## config.mk

```make
export PLATFORM = sky130hd
export DESIGN_NAME = recent_address_mru_list
export DESIGN_NICKNAME = d
export VERILOG_FILES = /design/src/rtl/rmru_pkg.sv /design/src/rtl/rmru_cell.sv /design/src/rtl/recent_address_mru_list.sv
export SDC_FILE = /design/constraint.sdc
export NUM_CORES = 2
export LEC_CHECK = 0
export BUFFER_PORTS_ARGS = -buffer_cell sky130_fd_sc_hd__buf_2
export CELL_PAD_IN_SITES_DETAIL_PLACEMENT = 0
export CELL_PAD_IN_SITES_GLOBAL_PLACEMENT = 1
export CORE_MARGIN = 10
export CORE_UTILIZATION = 39
export CTS_BUF_LIST = sky130_fd_sc_hd__clkbuf_8
export DETAILED_ROUTE_END_ITERATION = 8
export PLACE_DENSITY = 0.74
export SYNTH_ARGS = -nofsm -noshare
export SYNTH_HDL_FRONTEND = slang
export SYNTH_SLANG_ARGS = --single-unit
```

## constraint.sdc

```tcl
create_clock -name clk -period 41.6 [get_ports clk]
set_input_delay 4.16 -clock clk [delete_from_list [all_inputs] [get_ports clk]]
set_output_delay 4.16 -clock clk [all_outputs]
set_load 0.03 [all_outputs]
```

## src/rtl/rmru_pkg.sv

```systemverilog
// Shared types and constants for the recent address list.
package rmru_pkg;

    localparam int MODE_W = 2;
    localparam int ADDR_W = 64;
    localparam int PORT_W = 16;
    localparam int RES_W  = 4;

    localparam logic [MODE_W-1:0] MODE_RECORD = 2'd0;
    localparam logic [MODE_W-1:0] MODE_FETCH  = 2'd1;
    localparam logic [MODE_W-1:0] MODE_REWIND = 2'd2;

    localparam int S_TDATA_W = 152;
    localparam int M_TDATA_W = 160;

    // Bit positions of result fields on the master-side tdata.
    localparam int M_FOUND_BIT = 0;
    localparam int M_POS_LSB   = 1;
    localparam int M_VALID_BIT = 5;

    typedef struct packed {
        logic              family;
        logic [ADDR_W-1:0] addr_high;
        logic [ADDR_W-1:0] addr_low;
        logic [PORT_W-1:0] port;
    } entry_t;

    // Token handed from one cell to the next during a scan.
    typedef struct packed {
        logic   found;
        entry_t data;
    } scan_t;

    typedef enum logic [1:0] {
        ST_IDLE,
        ST_SCAN,
        ST_DONE
    } state_t;

endpackage

```

## src/rtl/rmru_cell.sv

```systemverilog
// One list cell: holds an entry and passes the scan token to its neighbour.
module rmru_cell #(
    parameter int IDX        = 0,
    parameter int IW         = 3,
    parameter int CW         = 4
) (
    input  logic             clk,
    input  logic             rst_n,
    input  rmru_pkg::entry_t key,
    input  logic [CW-1:0]    count,
    input  logic [CW-1:0]    ptr,
    input  logic [IW-1:0]    slot,
    input  logic             move,
    input  rmru_pkg::entry_t entry_in,
    output rmru_pkg::entry_t entry_out,
    input  rmru_pkg::scan_t  scan_in,
    input  logic [IW-1:0]    pos_in,
    output rmru_pkg::scan_t  scan_out,
    output logic [IW-1:0]    pos_out
);

    localparam logic [CW-1:0] IDX_C = CW'(IDX);
    localparam logic [IW-1:0] IDX_I = IW'(IDX);

    rmru_pkg::entry_t entry_reg;
    logic             found_reg;
    rmru_pkg::entry_t data_reg;
    rmru_pkg::scan_t  scan_next;
    logic [IW-1:0]    pos_reg;
    logic [IW-1:0]    pos_next;
    logic             match;

    assign match = (IDX_C < count) && (entry_reg == key);

    always_comb
    begin
        scan_next = scan_in;
        pos_next  = pos_in;
        if (!scan_in.found && match)
        begin
            scan_next.found = 1'b1;
            pos_next        = IDX_I;
        end
        if (ptr == IDX_C)
        begin
            scan_next.data = entry_reg;
        end
    end

    // Cells up to the target slot shift down a place; cell zero takes the request.
    always_ff @(posedge clk)
    begin
        if (move && (IDX_I <= slot))
        begin
            entry_reg <= entry_in;
        end
    end

    always_ff @(posedge clk or negedge rst_n)
    begin
        if (!rst_n)
        begin
            found_reg <= 1'b0;
        end
        else
        begin
            found_reg <= scan_next.found;
        end
    end

    always_ff @(posedge clk)
    begin
        data_reg <= scan_next.data;
        pos_reg  <= pos_next;
    end

    assign entry_out = entry_reg;
    assign scan_out  = {found_reg, data_reg};
    assign pos_out   = pos_reg;

endmodule

```

## src/rtl/recent_address_mru_list.sv

```systemverilog
// Top level of the most-recently-used address list.
//
//  Channel  Direction  Handshake            Content
//  s_*      in         s_tvalid / s_tready  tuser: mode; tdata: family, address, port
//  m_*      out        m_tvalid / m_tready  tdata: record, fetch and count results
//
// Each transfer captures the request, lets the scan token ripple down the chain of
// cells and then commits the result. The chain length sets the length of the scan.
// Reset clears the entry count, the fetch pointer and all handshake state; the stored
// entries are left as they are and are only read once they have been written.
// A new request is taken once the previous one has committed, even while its result
// still waits in the output register; a stalled master side holds the commit step.
module recent_address_mru_list #(
    parameter int LIST_DEPTH = 8
) (
    input  logic         clk,
    input  logic         rst_n,
    input  logic         s_tvalid,
    output logic         s_tready,
    // [0] family, [64:1] addr_high, [128:65] addr_low, [144:129] port, rest zero
    input  logic [151:0] s_tdata,
    // [1:0] mode
    input  logic [1:0]   s_tuser,
    output logic         m_tvalid,
    input  logic         m_tready,
    // [0] found, [4:1] position, [5] valid_res, [6] out_family,
    // [70:7] out_addr_high, [134:71] out_addr_low, [150:135] out_port,
    // [154:151] used_count, rest zero
    output logic [159:0] m_tdata
);

    localparam int IW = $clog2(LIST_DEPTH);
    localparam int CW = $clog2(LIST_DEPTH + 1);
    localparam logic [CW-1:0] DEPTH_C   = CW'(LIST_DEPTH);
    localparam logic [IW-1:0] LAST_STEP = IW'(LIST_DEPTH - 1);

    rmru_pkg::state_t state_reg;
    rmru_pkg::state_t state_next;

    rmru_pkg::entry_t             key_reg;
    logic [rmru_pkg::MODE_W-1:0]  mode_reg;
    logic [CW-1:0]                count_reg;
    logic [CW-1:0]                count_next;
    logic [CW-1:0]                ptr_reg;
    logic [CW-1:0]                ptr_next;
    logic [IW-1:0]                step_reg;

    logic                         m_tvalid_reg;
    logic [rmru_pkg::M_TDATA_W-1:0] m_tdata_reg;
    logic [rmru_pkg::M_TDATA_W-1:0] m_tdata_next;

    logic accept;
    logic commit;

    // Chain wiring: scan and pos element k feed cell k, element k+1 is its output.
    rmru_pkg::entry_t entry_chain [LIST_DEPTH];
    rmru_pkg::entry_t cell_entry  [LIST_DEPTH];
    rmru_pkg::scan_t  scan_chain  [LIST_DEPTH+1];
    logic [IW-1:0]    pos_chain   [LIST_DEPTH+1];

    logic          hit;
    logic [IW-1:0] hit_pos;
    logic [CW-1:0] count_inc;
    logic [IW-1:0] slot;
    logic          move;

    // Result fields
    logic                        found;
    logic [rmru_pkg::RES_W-1:0]  position;
    logic                        valid_res;
    rmru_pkg::entry_t            fetched;

    assign accept = s_tvalid && s_tready;

    // ------------------------------------------------------------------
    // Chain of cells. Cell zero is fed with the request itself, so a move
    // writes the new entry at the front while the cells up to the slot shift down.
    // ------------------------------------------------------------------
    assign scan_chain[0] = '0;
    assign pos_chain[0]  = '0;

    for (genvar k = 0; k < LIST_DEPTH; k++)
    begin : g_cell
        if (k == 0)
        begin : g_front
            assign entry_chain[k] = key_reg;
        end
        else
        begin : g_rest
            assign entry_chain[k] = cell_entry[k-1];
        end

        rmru_cell #(
            .IDX        (k),
            .IW         (IW),
            .CW         (CW)
        ) u_cell (
            .clk       (clk),
            .rst_n     (rst_n),
            .key       (key_reg),
            .count     (count_reg),
            .ptr       (ptr_reg),
            .slot      (slot),
            .move      (move),
            .entry_in  (entry_chain[k]),
            .entry_out (cell_entry[k]),
            .scan_in   (scan_chain[k]),
            .pos_in    (pos_chain[k]),
            .scan_out  (scan_chain[k+1]),
            .pos_out   (pos_chain[k+1])
        );
    end

    // ------------------------------------------------------------------
    // Sequencer
    // ------------------------------------------------------------------
    always_comb
    begin
        state_next = state_reg;
        unique case (state_reg)
            rmru_pkg::ST_IDLE:
            begin
                if (accept)
                begin
                    state_next = rmru_pkg::ST_SCAN;
                end
            end
            rmru_pkg::ST_SCAN:
            begin
                if (step_reg == LAST_STEP)
                begin
                    state_next = rmru_pkg::ST_DONE;
                end
            end
            rmru_pkg::ST_DONE:
            begin
                if (commit)
                begin
                    state_next = rmru_pkg::ST_IDLE;
                end
            end
            default:
            begin
                state_next = rmru_pkg::ST_IDLE;
            end
        endcase
    end

    always_comb
    begin
        s_tready = (state_reg == rmru_pkg::ST_IDLE);
        commit   = (state_reg == rmru_pkg::ST_DONE) && (!m_tvalid_reg || m_tready);
    end

    always_ff @(posedge clk or negedge rst_n)
    begin
        if (!rst_n)
        begin
            state_reg <= rmru_pkg::ST_IDLE;
            step_reg  <= '0;
        end
        else
        begin
            state_reg <= state_next;
            if (accept)
            begin
                step_reg <= '0;
            end
            else if (state_reg == rmru_pkg::ST_SCAN)
            begin
                step_reg <= step_reg + IW'(1);
            end
        end
    end

    // Request capture; held steady for the whole scan.
    always_ff @(posedge clk)
    begin
        if (accept)
        begin
            key_reg.family    <= s_tdata[0];
            key_reg.addr_high <= s_tdata[64:1];
            key_reg.addr_low  <= s_tdata[128:65];
            key_reg.port      <= s_tdata[144:129];
            mode_reg          <= s_tuser;
        end
    end

    // ------------------------------------------------------------------
    // Commit: the last cell now carries the first hit and the entry at the
    // fetch pointer.
    // ------------------------------------------------------------------
    assign hit       = scan_chain[LIST_DEPTH].found;
    assign hit_pos   = pos_chain[LIST_DEPTH];
    assign fetched   = scan_chain[LIST_DEPTH].data;
    assign count_inc = (count_reg < DEPTH_C) ? (count_reg + CW'(1)) : count_reg;
    assign slot      = hit ? hit_pos : IW'(count_inc - CW'(1));

    // A hit at the front leaves the list as it is.
    assign move = commit && (mode_reg == rmru_pkg::MODE_RECORD)
                  && (!hit || (hit_pos != '0));

    always_comb
    begin
        count_next = count_reg;
        ptr_next   = ptr_reg;
        found      = 1'b0;
        position   = '0;
        valid_res  = 1'b0;
        unique case (mode_reg)
            rmru_pkg::MODE_RECORD:
            begin
                found    = hit;
                position = hit ? rmru_pkg::RES_W'(hit_pos)
                               : rmru_pkg::RES_W'(LIST_DEPTH);
                if (!hit)
                begin
                    count_next = count_inc;
                end
            end
            rmru_pkg::MODE_FETCH:
            begin
                if (ptr_reg < count_reg)
                begin
                    valid_res = 1'b1;
                    ptr_next  = ptr_reg + CW'(1);
                end
            end
            rmru_pkg::MODE_REWIND:
            begin
                ptr_next = '0;
            end
            default:
            begin
                // Unused code: state untouched, only the count is reported.
            end
        endcase
    end

    always_comb
    begin
        m_tdata_next = {5'b0,
                        rmru_pkg::RES_W'(count_next),
                        valid_res ? fetched.port      : {rmru_pkg::PORT_W{1'b0}},
                        valid_res ? fetched.addr_low  : {rmru_pkg::ADDR_W{1'b0}},
                        valid_res ? fetched.addr_high : {rmru_pkg::ADDR_W{1'b0}},
                        valid_res && fetched.family,
                        valid_res,
                        position,
                        found};
    end

    always_ff @(posedge clk or negedge rst_n)
    begin
        if (!rst_n)
        begin
            count_reg    <= '0;
            ptr_reg      <= '0;
            m_tvalid_reg <= 1'b0;
        end
        else
        begin
            if (commit)
            begin
                count_reg    <= count_next;
                ptr_reg      <= ptr_next;
                m_tvalid_reg <= 1'b1;
            end
            else if (m_tready)
            begin
                m_tvalid_reg <= 1'b0;
            end
        end
    end

    always_ff @(posedge clk)
    begin
        if (commit)
        begin
            m_tdata_reg <= m_tdata_next;
        end
    end

    assign m_tvalid = m_tvalid_reg;
    assign m_tdata  = m_tdata_reg;

endmodule

```

==> metrics list <==
* Top area cells in the synthesized netlist: edfxtp_1 45%, dfxtp_1 24%, mux2_2 11%, xnor2_1 4.1%, xor2_1 3.9%
- Dividing the final minimum period by the clock period gives 20.98%.
- Clk root buf: clkbuf_8
- Proportion of power drawn by flip-flops and latches: 50.8%
- The critical path is of the in -> reg type.
- DRC errors left: 0
* Overflow left after global routing: 0
* Cell area power density: 49.73 nW/um^2
- Max Cap Viol: 0
* Initial antenna violation count: 65
* CTS-repair resized insts: 0
- In this run the vertical extent of the chip is 518.9 um.
- Global routing used 34.01% of the available tracks.
- The share of the Yosys chip area taken by registers is 70.07%.
- From left edge to right edge, the die measures 518.9 um.
* Total number of vias: 58490
* Power share of the clock group: 40.9%
* Maximum number of buffers from clock root to sink: 4
- The wire-length estimate of the detail-placed layout is 372400 um.
- Slew margin rel.: 6.579%
- Total Negative Setup Slacks: 0 ps
- Max-slew violation total from the final report: 0
- For this run, the post-layout net count is 7117.
* Fmax achieved: 114.6 MHz
- Startpoint of the worst register-to-register path: state_reg[0]
* Setup crit start: m_tready
* Crit Path Max Fanout: 83
* Total setup buffers inserted after CTS: 0
- Clock H-tree levels: 5
- For this run, asynchronously set or reset flops after synthesis account for 0.8268%.
- Commonest register cell after synthesis: edfxtp_1
- The routed design could run at a clock period as short as 8729 ps.
- Final worst hold slack: 399.8 ps
* Most used standard cell by instance count after synthesis: edfxtp_1
* Die area: 269200 sq um
- The clock net in this run drives a total of 2661 sinks.
- TritonCTS Buffers: 449
- After floorplanning, the core was sized to cover 248200 sq um.
- In this run, synthesis produced a sequential element count of 2661.
* Post-DR vias/cell: 5.473
- At the end of routability-driven placement, the weighted congestion stood at 1.003.
- The internal portion of the total power is 0.004103 W.
- Count of routing violations after the opening detailed-route iteration: 8314
* Clock skew: 131.0 ps
* Cell leakage power: 42.88 nW
- Mean post-synth cell area: 15.47 sq um
- Port bufs: 307
* Core Util, Final: 45.19%
* Switching Share: 26.44%
- In this run, the combinational gates consume 8.3% of the power.
- The via count of the first global-routing pass is 56660.
* List of most frequent post-synthesis cells: 1462 x edfxtp_1, 1177 x dfxtp_1, 977 x mux2_2
* # hold bufs at CTS: 0
- Synthesis produced a netlist whose cell count is 6274.
- Setup repair after global routing missed its margin: false
- The min-delay analysis places its worst path in the category reg -> reg.
* Worst Hold Launch: g_cell[2].u_cell.scan_out[138]
- Share of Yosys cell area claimed by the top area cell type: 45.23%
* Number of warnings printed during yosys synthesis: 0
* CP required: 42320 ps
- Share of post-route cells with drive strength above 1: 29.38%
- Detailed-route wire length: 472700 um
- First-pass GRT wire length: 596200 um
- Pre-CTS worst setup slack: 31930 ps
* Detail Route Antenna Nets: 0
- Wirelength per Cell: 44.23 um
- The flow ran to the end, and the final reports show no timing, DRC or antenna violations.
- From synthesis to final layout, the design area changed by 15.55%.
- CTS tree: yes
* Number of optimization iterations in the first detailed-route pass: 8
- The analysis attributes to net switching a power of 0.001475 W.
- In this run, synthesis inferred 1462 flip-flops with an integrated enable.
* CP Launch Type: input port
- Post-Syn Area: 97070 sq um
- Number of hold-slack violations in the final timing report: 0
- Actual transition at the worst max-transition pin: 1390 ps
* Std cell rows: 183
* Num ports: 320
- Maximum vdd ir drop: 0.04130 mV
* Worst-path clk slew: 60 ps
* Clk Latency, worst-skew pair: 1180 ps
* Endpoint kind of the worst setup timing path: flip-flop
* Setup ws final: 32870 ps
- Number of failing setup endpoints in the final timing report: 0
- For this configuration, the core starts out at a cell density of 39.11%.
- Data arrival time of the critical path: 9450 ps
- Synthesis instantiated 67 different standard cells from the library.
- edfxtp_1 takes more of the synthesized area than any other cell.
- Entering global routing, the biggest net connects 143 pins.
## final cells by class
class / instances / area, sq um
sequential: 2661 / 68020
clock inverter: 306 / 1573
antenna: 39 / 97.59
multi-input combinational: 3139 / 27290
fill: 22300 / 136000
clock buffer: 517 / 7116
tap: 3330 / 4167
inverter: 163 / 626.9
timing repair buffer: 533 / 3271
## routing by layer
layer	up-vias	wire length [um]	track usage, %	part of all wire (%)
met4	2	40300	23.73	8.5
met3	799	35050	5.194	7.4
li1	24240	-	-	-
met1	29930	195600	46.14	41
met5	-	13	0	0.0028
met2	3524	201700	49.92	43
## stage by stage
stage | area, sq um | cells | power (W)
finish | 112200 | 10690 | 0.005578
global route | 112100 | 10660 | 0.005705
CTS | 112100 | 10650 | 0.005587
detailed placement | 103400 | 9826 | 0.003337
global placement | 103400 | 9826 | 0.003336
floorplan | 97080 | 6278 | 0.003048
## path summary, 6_finish.rpt
check | endpoint | slack (ps) | depth (start not counted)
setup reg to reg | g_cell[2].u_cell.entry_out[96] | 35510 | 8
max in group asynchronous | step_reg[2] | 37800 | 1
setup / recovery | g_cell[2].u_cell.entry_out[96] | 32870 | 9
hold reg to reg | g_cell[3].u_cell.scan_out[138] | 400 | 1
min in group asynchronous | g_cell[0].u_cell.found_reg | 3190 | 1
hold / removal | g_cell[3].u_cell.scan_out[138] | 400 | 1
## power groups by stage
stage	Combinational, W	Sequential (W)	Clock [W]
after floorplan	0.000168	0.00288	0
after global placement	0.000451	0.00289	0
after detailed placement	0.000450	0.00289	0
after CTS	0.000452	0.00283	0.00230
after global routing	0.000452	0.00283	0.00242
final	0.000463	0.00283	0.00228
## worst max-delay path, stage by stage
cell and delay (ps):
buf_2 70, nand2b_1 140, nand2b_1 310, inv_6 640, nand3_1 1040, o21ai_4 410, buf_4 540, buf_4 890
buf_4 940
## kinds of logic (layout without fill, tap and decap cells)
logic type / count (synthesis) / after routing / share of synthesized area [%]
flip-flops: 2661 / 2661 / 70.07
multiplexers: 979 / 979 / 11.36
AND/OR/NAND/NOR: 954 / 954 / 5.955
XOR/XNOR: 880 / 880 / 7.940
buffers and inverters: 478 / 1519 / 2.078
AO/OA/AOI/OAI: 309 / 309 / 2.441
adder cells (fa/ha/maj): 12 / 12 / 0.1547
other: 1 / 44 / 0.003863
## cell usage in the layout, fill, tap and decap left out, drive strengths merged, types with 74 or more instances in the layout
cell type,netlist,routed
and3,150,150
nor4,160,160
clkinv,1,98
edfxtp,1462,1462
dfxtp,1177,1177
xnor2,449,449
clkbuf,162,517
inv,162,356
xor2,431,431
mux2,977,977
nor2b,123,123
nand4,157,157
and2,150,150
nand2b,74,74
buf,153,533
(Power assumes the default switching activity.)
